<file path="src/rtl/time_ordered_event_queue_macros.svh">
// Assertion macros for the time-ordered event queue.
`ifndef TIME_ORDERED_EVENT_QUEUE_MACROS_SVH
`define TIME_ORDERED_EVENT_QUEUE_MACROS_SVH
`ifndef ASSERT_OFF
// Property checked on every clock edge outside reset.
`define TOEQ_ASSERT(lbl, prop) \
    lbl: assert property (@(posedge aclk) disable iff (!aresetn) (prop)) \
        else $error("time_ordered_event_queue check failed");
// Property checked on every clock edge, reset included.
`define TOEQ_ASSERT_ALWAYS(lbl, prop) \
    lbl: assert property (@(posedge aclk) (prop)) \
        else $error("time_ordered_event_queue check failed");
`else
`define TOEQ_ASSERT(lbl, prop)
`define TOEQ_ASSERT_ALWAYS(lbl, prop)
`endif
`endif

</file>
<file path="src/rtl/toeq_pkg.sv">
// Constants and address helpers shared by the time-ordered event queue.
`default_nettype none
package toeq_pkg;
    localparam int QUEUE_DEPTH = 16;
    localparam int ADDR_W      = $clog2(QUEUE_DEPTH);
    localparam int COUNT_W     = $clog2(QUEUE_DEPTH + 1);
    localparam int KIND_W      = 8;
    localparam int TIME_W      = 32;
    localparam int OCC_W       = 5;
    localparam int S_DATA_W    = 40;
    localparam int M_DATA_W    = 48;

    localparam logic OP_INSERT = 1'b0;
    localparam logic OP_REMOVE = 1'b1;

    typedef logic [ADDR_W-1:0]  addr_t;
    typedef logic [COUNT_W-1:0] count_t;

    localparam addr_t       LAST_ADDR = ADDR_W'(QUEUE_DEPTH - 1);
    localparam logic [ADDR_W:0] DEPTH_WIDE = (ADDR_W + 1)'(QUEUE_DEPTH);

    // Circular buffer neighbors.
    function automatic addr_t addr_prev(input addr_t a);
        addr_prev = (a == '0) ? LAST_ADDR : addr_t'(a - 1'b1);
    endfunction

    function automatic addr_t addr_next(input addr_t a);
        addr_next = (a == LAST_ADDR) ? '0 : addr_t'(a + 1'b1);
    endfunction

    // Physical slot at logical offset cnt past head; cnt runs up to the depth.
    function automatic addr_t addr_offset(input addr_t head, input count_t cnt);
        logic [ADDR_W:0] sum;
        sum = {1'b0, head} + (ADDR_W + 1)'(cnt);
        if (sum >= DEPTH_WIDE) begin
            sum = sum - DEPTH_WIDE;
        end
        addr_offset = sum[ADDR_W-1:0];
    endfunction
endpackage
`default_nettype wire

</file>
<file path="src/rtl/time_ordered_event_queue.sv">
// Time-ordered event queue: a bounded event list kept sorted by event time.
//
// Entries sit in a circular buffer held in a small single-port-write,
// registered-read memory, earliest entry at the head pointer. A remove reads
// the head slot and advances the pointer. An insert walks back from the
// tail with one shared time comparator, moving each later entry up one slot
// until it finds an entry with an equal or earlier time; each entry moved
// takes a memory read, then a compare and write. Overflowed inserts and
// removes from an empty queue go straight to the response state. One request
// is processed at a time; s_tready is high only while the sequencer is idle.
// The result register lets the next request in while a result still waits
// on m_tready.
`default_nettype none
`include "time_ordered_event_queue_macros.svh"
module time_ordered_event_queue (
    input  wire logic                          aclk,
    input  wire logic                          aresetn,
    input  wire logic                          s_tvalid,
    output logic                               s_tready,
    // [7:0] event_kind, [39:8] event_time
    input  wire logic [toeq_pkg::S_DATA_W-1:0] s_tdata,
    // [0] opcode
    input  wire logic                          s_tuser,
    output logic                               m_tvalid,
    input  wire logic                          m_tready,
    // [7:0] pop_kind, [39:8] pop_time, [44:40] occupancy, [45] overflow,
    // [47:46] zero
    output logic [toeq_pkg::M_DATA_W-1:0]      m_tdata,
    // [0] pop_valid
    output logic                               m_tuser
);
    import toeq_pkg::*;

    localparam logic [2:0] ST_IDLE      = 3'd0;
    localparam logic [2:0] ST_INS_RD    = 3'd1;
    localparam logic [2:0] ST_INS_CMP   = 3'd2;
    localparam logic [2:0] ST_INS_PLACE = 3'd3;
    localparam logic [2:0] ST_POP_RD    = 3'd4;
    localparam logic [2:0] ST_POP_OUT   = 3'd5;
    localparam logic [2:0] ST_RESP      = 3'd6;

    logic [2:0]        state_reg;
    addr_t             head_reg;
    count_t            count_reg;
    count_t            left_reg;
    addr_t             cur_reg;
    addr_t             rd_addr_reg;
    logic [KIND_W-1:0] new_kind_reg;
    logic [TIME_W-1:0] new_time_reg;

    // Result waiting for the output register.
    logic              res_valid_reg;
    logic [KIND_W-1:0] res_kind_reg;
    logic [TIME_W-1:0] res_time_reg;
    logic              res_ovf_reg;

    // Output register.
    logic              out_valid_reg;
    logic              out_pop_reg;
    logic [KIND_W-1:0] out_kind_reg;
    logic [TIME_W-1:0] out_time_reg;
    logic [OCC_W-1:0]  out_occ_reg;
    logic              out_ovf_reg;

    // Slot memory.
    logic [TIME_W-1:0] mem_time [QUEUE_DEPTH];
    logic [KIND_W-1:0] mem_kind [QUEUE_DEPTH];
    logic [TIME_W-1:0] rd_time_reg;
    logic [KIND_W-1:0] rd_kind_reg;

    logic              wr_en;
    addr_t             wr_addr;
    logic [TIME_W-1:0] wr_time;
    logic [KIND_W-1:0] wr_kind;

    logic              s_accept;
    logic              out_free;
    logic              later;
    logic              opcode;
    logic [KIND_W-1:0] in_kind;
    logic [TIME_W-1:0] in_time;
    addr_t             tail;

    assign opcode   = s_tuser;
    assign in_kind  = s_tdata[KIND_W-1:0];
    assign in_time  = s_tdata[KIND_W+TIME_W-1:KIND_W];
    assign s_tready = (state_reg == ST_IDLE);
    assign s_accept = s_tvalid && s_tready;
    assign out_free = !out_valid_reg || m_tready;
    assign later    = (rd_time_reg > new_time_reg);
    assign tail     = addr_offset(head_reg, count_reg);

    assign m_tvalid = out_valid_reg;
    assign m_tuser  = out_pop_reg;
    assign m_tdata  = {2'b00, out_ovf_reg, out_occ_reg, out_time_reg, out_kind_reg};

    always_comb begin
        wr_en   = 1'b0;
        wr_addr = cur_reg;
        wr_time = new_time_reg;
        wr_kind = new_kind_reg;
        unique case (state_reg)
            ST_INS_CMP: begin
                wr_en = 1'b1;
                if (later) begin
                    wr_time = rd_time_reg;
                    wr_kind = rd_kind_reg;
                end
            end
            ST_INS_PLACE: begin
                wr_en = 1'b1;
            end
            default: begin
                wr_en = 1'b0;
            end
        endcase
    end

    always_ff @(posedge aclk) begin
        if (wr_en) begin
            mem_time[wr_addr] <= wr_time;
            mem_kind[wr_addr] <= wr_kind;
        end
        rd_time_reg <= mem_time[rd_addr_reg];
        rd_kind_reg <= mem_kind[rd_addr_reg];
    end

    always_ff @(posedge aclk) begin
        if (!aresetn) begin
            state_reg     <= ST_IDLE;
            head_reg      <= '0;
            count_reg     <= '0;
            out_valid_reg <= 1'b0;
            res_valid_reg <= 1'b0;
            res_ovf_reg   <= 1'b0;
        end else begin
            // A result taken while the next one is loaded keeps the register full.
            if (out_valid_reg && m_tready && (state_reg != ST_RESP)) begin
                out_valid_reg <= 1'b0;
            end
            unique case (state_reg)
                ST_IDLE: begin
                    if (s_accept) begin
                        new_kind_reg  <= in_kind;
                        new_time_reg  <= in_time;
                        res_valid_reg <= 1'b0;
                        res_kind_reg  <= '0;
                        res_time_reg  <= '0;
                        res_ovf_reg   <= 1'b0;
                        if (opcode == OP_INSERT) begin
                            cur_reg     <= tail;
                            rd_addr_reg <= addr_prev(tail);
                            left_reg    <= count_reg;
                            priority if (count_reg >= COUNT_W'(QUEUE_DEPTH)) begin
                                res_ovf_reg <= 1'b1;
                                state_reg   <= ST_RESP;
                            end else if (count_reg == '0) begin
                                state_reg <= ST_INS_PLACE;
                            end else begin
                                state_reg <= ST_INS_RD;
                            end
                        end else begin
                            rd_addr_reg <= head_reg;
                            if (count_reg == '0) begin
                                state_reg <= ST_RESP;
                            end else begin
                                state_reg <= ST_POP_RD;
                            end
                        end
                    end
                end
                ST_INS_RD: begin
                    state_reg <= ST_INS_CMP;
                end
                ST_INS_CMP: begin
                    // A later entry moves up into the hole; otherwise the new
                    // entry fills the hole right behind it.
                    if (later) begin
                        cur_reg     <= rd_addr_reg;
                        rd_addr_reg <= addr_prev(rd_addr_reg);
                        left_reg    <= left_reg - 1'b1;
                        if (left_reg == count_t'(1)) begin
                            state_reg <= ST_INS_PLACE;
                        end else begin
                            state_reg <= ST_INS_RD;
                        end
                    end else begin
                        count_reg <= count_reg + 1'b1;
                        state_reg <= ST_RESP;
                    end
                end
                ST_INS_PLACE: begin
                    count_reg <= count_reg + 1'b1;
                    state_reg <= ST_RESP;
                end
                ST_POP_RD: begin
                    state_reg <= ST_POP_OUT;
                end
                ST_POP_OUT: begin
                    res_valid_reg <= 1'b1;
                    res_kind_reg  <= rd_kind_reg;
                    res_time_reg  <= rd_time_reg;
                    head_reg      <= addr_next(head_reg);
                    count_reg     <= count_reg - 1'b1;
                    state_reg     <= ST_RESP;
                end
                ST_RESP: begin
                    if (out_free) begin
                        out_valid_reg <= 1'b1;
                        out_pop_reg   <= res_valid_reg;
                        out_kind_reg  <= res_kind_reg;
                        out_time_reg  <= res_time_reg;
                        out_occ_reg   <= OCC_W'(count_reg);
                        out_ovf_reg   <= res_ovf_reg;
                        state_reg     <= ST_IDLE;
                    end
                end
                default: begin
                    state_reg <= ST_IDLE;
                end
            endcase
        end
    end

    `TOEQ_ASSERT(a_count_bound, count_reg <= COUNT_W'(QUEUE_DEPTH))
    `TOEQ_ASSERT(a_walk_has_entries, (state_reg == ST_INS_CMP) |-> (left_reg != '0))
    `TOEQ_ASSERT(a_pop_shrinks,
        (state_reg == ST_POP_OUT) |=> (count_reg == $past(count_reg) - 1'b1))
    `TOEQ_ASSERT(a_no_pop_on_overflow, !(res_valid_reg && res_ovf_reg))
    `TOEQ_ASSERT_ALWAYS(a_ready_only_idle, s_tready |-> (state_reg == ST_IDLE))
endmodule
`default_nettype wire

</file>
<file path="config.mk">
export PLATFORM = sky130hd
export DESIGN_NAME = time_ordered_event_queue
export DESIGN_NICKNAME = d
export VERILOG_FILES = /design/src/rtl/toeq_pkg.sv /design/src/rtl/time_ordered_event_queue.sv
export VERILOG_INCLUDE_DIRS = /design/src /design/src/rtl
export SDC_FILE = /design/constraint.sdc
export NUM_CORES = 1
export LEC_CHECK = 0
export BUFFER_PORTS_ARGS = -buffer_cell sky130_fd_sc_hd__buf_2
export CORE_MARGIN = 3
export CORE_UTILIZATION = 60
export CTS_CLUSTER_SIZE = 30
export DETAILED_ROUTE_END_ITERATION = 8
export PLACE_DENSITY = 0.77
export SYNTH_ARGS = -nofsm -noshare
export SYNTH_HDL_FRONTEND = slang
export SYNTH_SLANG_ARGS = --single-unit
</file>
<file path="constraint.sdc">
create_clock -name aclk -period 8.2 [get_ports aclk]
set_input_delay 0.82 -clock aclk [delete_from_list [all_inputs] [get_ports aclk]]
set_output_delay 0.82 -clock aclk [all_outputs]
set_load 0.02 [all_outputs]
</file>
==> impl_metrics.toml <==
[sta]
fin_skew_ps = 26.6
clock.fmax_mhz = 262
slew-limit-headroom_pct = 21.7
tightest_slew_ps = 1170
setup_viol = 0
final_max_slew_viol_count = 0
rsz0062_at_grt = "no"
min_period_over_period_pct = 46.6
hold_viol = 0
fin_tns_setup_ps = 0
period_needed_ps = 3820

[min_path]
min_from = "s_tdata[0]"
whs_endpoint = "new_kind_reg[0]"
min_path_cells = 1
hold_path_class = "input port to flop"

[clock_tree]
postCtsSetupRepairBufs = 0
h-tree-depth = 3
ctsHoldBuffers = 0
cts_num_sinks = 835
clkTransAtPathRegs_ps = 60
cts_resized = 0
cts_tree = "built"
clockRootBuffer = "clkbuf_16"
cts_buffers = 80
clkLatencyLatePin_ps = 630
clk_path_buf_depth = 3

[power_and_ir_drop]
swShare_pct = 25.5
p_sw_w = 0.00288
power_density_nw_per_um2 = 309
power_frac_seq_pct = 48.1
comb_power_share_pct = 17.7
clockPowerShare_pct = 34.2
leakage_nw = 12.3
power_w = 0.0113
p_int_w = 0.00842
ir_drop_mv = 0.180

[cells_and_area]
reg_top3 = "mem_time x512, mem_kind x128"
area_delta_synth_final_pct = 12.8
final_common_cell = "edfxtp_1"
n_antenna_cell = 0
seq_area_um2 = 24500
final_util_pct = 69.0
multi_input_area_um2 = 7470
fillCellCount = 3137
largest_reg_flops = 512
drive_above_1_share_pct = 30.2
final_cell_mix = "780 x edfxtp_1, 200 x mux4_2, 93 x buf_2, 83 x clkbuf_16, 55 x dfxtp_1"
regMostFlops = "mem_time"
fin_nets = 1732

[critical_path]
ff2ff_setup_slack_ps = 4380
cp_cell_sequence = "inv_1 -> ha_1 -> nand4_1 -> nor4_4 -> a21oi_1 -> a21boi_4 -> nor2_8 -> buf_4 -> mux2_2"
crit_fanout = 22
r2r-end = "mem_time[14][31]"
endpoint_kind = "flop"
r2r_cells = 9
critPathRequiredTime_ps = 8510
cp.buffers_inverters = 2
crit_type = "flop to flop"
timing.rr.start = "new_time_reg[27]"
slowest_stage = "buf_4"
crit_family = "simple AND/OR/NAND/NOR gates"
slowest_delay_ps = 590
arrival_ps = 4130
cp-start-kind = "flop"

[run]
drv_cap = 0

[die]
core_um2 = 53000
die_h_um = 238
die_x_um = 238
initial_core_util_pct = 61.1
io_pins = 96
rows = 84
die_area_um2 = 56800

[global_routing]
grt_overflow = 0
grt_usage_pct = 25.8
grt_pass1_vias = 16000
antenna_found_initial = 0
grt_max_degree = 164
grt_first_pass_wirelength_um = 105000

[synth]
yosys.cell_types.count = 61
synthArstFlopShare_pct = 0
ys_seq_area_share_pct = 75.8
synth_edf_count = 780
synth_area_leaders = "edfxtp_1 72%, mux4_2 14%, dfxtp_1 3.4%"
synth_top_area_cell = "edfxtp_1"
syn-cell-area_um2 = 32400
synthCells = 1502
yosys_register_bits = 835
yosys_most_used_dff = "edfxtp_1"
ys_warn_count = 0
synth.avg_cell_area_um2 = 21.5
yosysTopAreaCellShare_pct = 72.4

[detailed_routing]
wl_per_cell_um = 29.6
routed_wl_um = 70900
detail-route-antenna-nets = 0
drc = 0
dr.pass1.iters = 5
drtIter0Drc = 1777
vias_per_cell = 6.49
vias = 15500

[status]
outcome = "completed"

[placement]
numPortBuffers = 93
routabilityCongestion = 0.798
dp_hpwl_um = 36900
[per-layer routing]
layer	part of all wire (%)	global-route usage, %	vias to the layer above
li1	-	-	6428
met1	39	37.2	8142
met2	49	41.2	837
met3	9.2	4.45	127
met4	2.5	8.74	0
met5	0	0	-
[stage by stage]
stage                     setup WS [ps]  cell area [um^2]  hold WS (ps)  cells
final                              4380             36500           382   2395
after CTS                          4400             36500           348   2395
after global routing               4240             36500           356   2395
after detailed placement           4420             33700           405   2247
after floorplan                    3370             32400           400   1503
after global placement             4520             33700           400   2247
[synthesized netlist by cell type, drive strengths merged (23+ instances only)]
library cell / instances
a21oi: 35
edfxtp: 780
o21ai: 23
inv: 44
and2: 44
ha: 44
buf: 28
clkbuf: 39
mux4: 200
dfxtp: 55
nor2: 35
mux2: 40
nand2: 36
[final cells by class]
cell class,count,share of cell area [%]
Multi-Input combinational cell,556,20.5
Tap cell,688,2.36
Clock inverter,37,1.43
Sequential cell,835,67.1
Timing Repair Buffer,123,1.96
Clock buffer,111,6.19
Inverter,45,0.462
[logic make-up (layout without fill, tap and decap cells)]
family,after synthesis,count (layout),share of synthesized area [%]
compound gates,91,91,1.88
xor+xnor,10,10,0.271
fa+ha+maj,46,46,1.82
buf+inv,112,316,1.56
flops,835,835,75.8
mux,244,244,15.9
other cells,1,2,0.0116
simple gates,163,163,2.81
[worst max path at each step]
stage	startpoint	to	depth (start not counted)
after floorplan	aresetn	m_tuser	3
after global placement	new_time_reg[27]	mem_time[11][31]	9
after detailed placement	new_time_reg[27]	mem_time[11][31]	9
after CTS	new_time_reg[27]	mem_time[13][31]	9
after global routing	new_time_reg[27]	mem_time[13][31]	9
final	new_time_reg[27]	mem_time[14][31]	9
[power groups by stage]
stage | Combinational [W] | Clock (W) | Sequential (W)
CTS | 0.00200 | 0.00391 | 0.00543
floorplan | 0.00144 | 0 | 0.00545
detailed placement | 0.00197 | 0 | 0.00551
global route | 0.00215 | 0.00409 | 0.00546
finish | 0.00200 | 0.00387 | 0.00544
global placement | 0.00191 | 0 | 0.00549
Note: power is estimated with default switching activity, not from simulation.
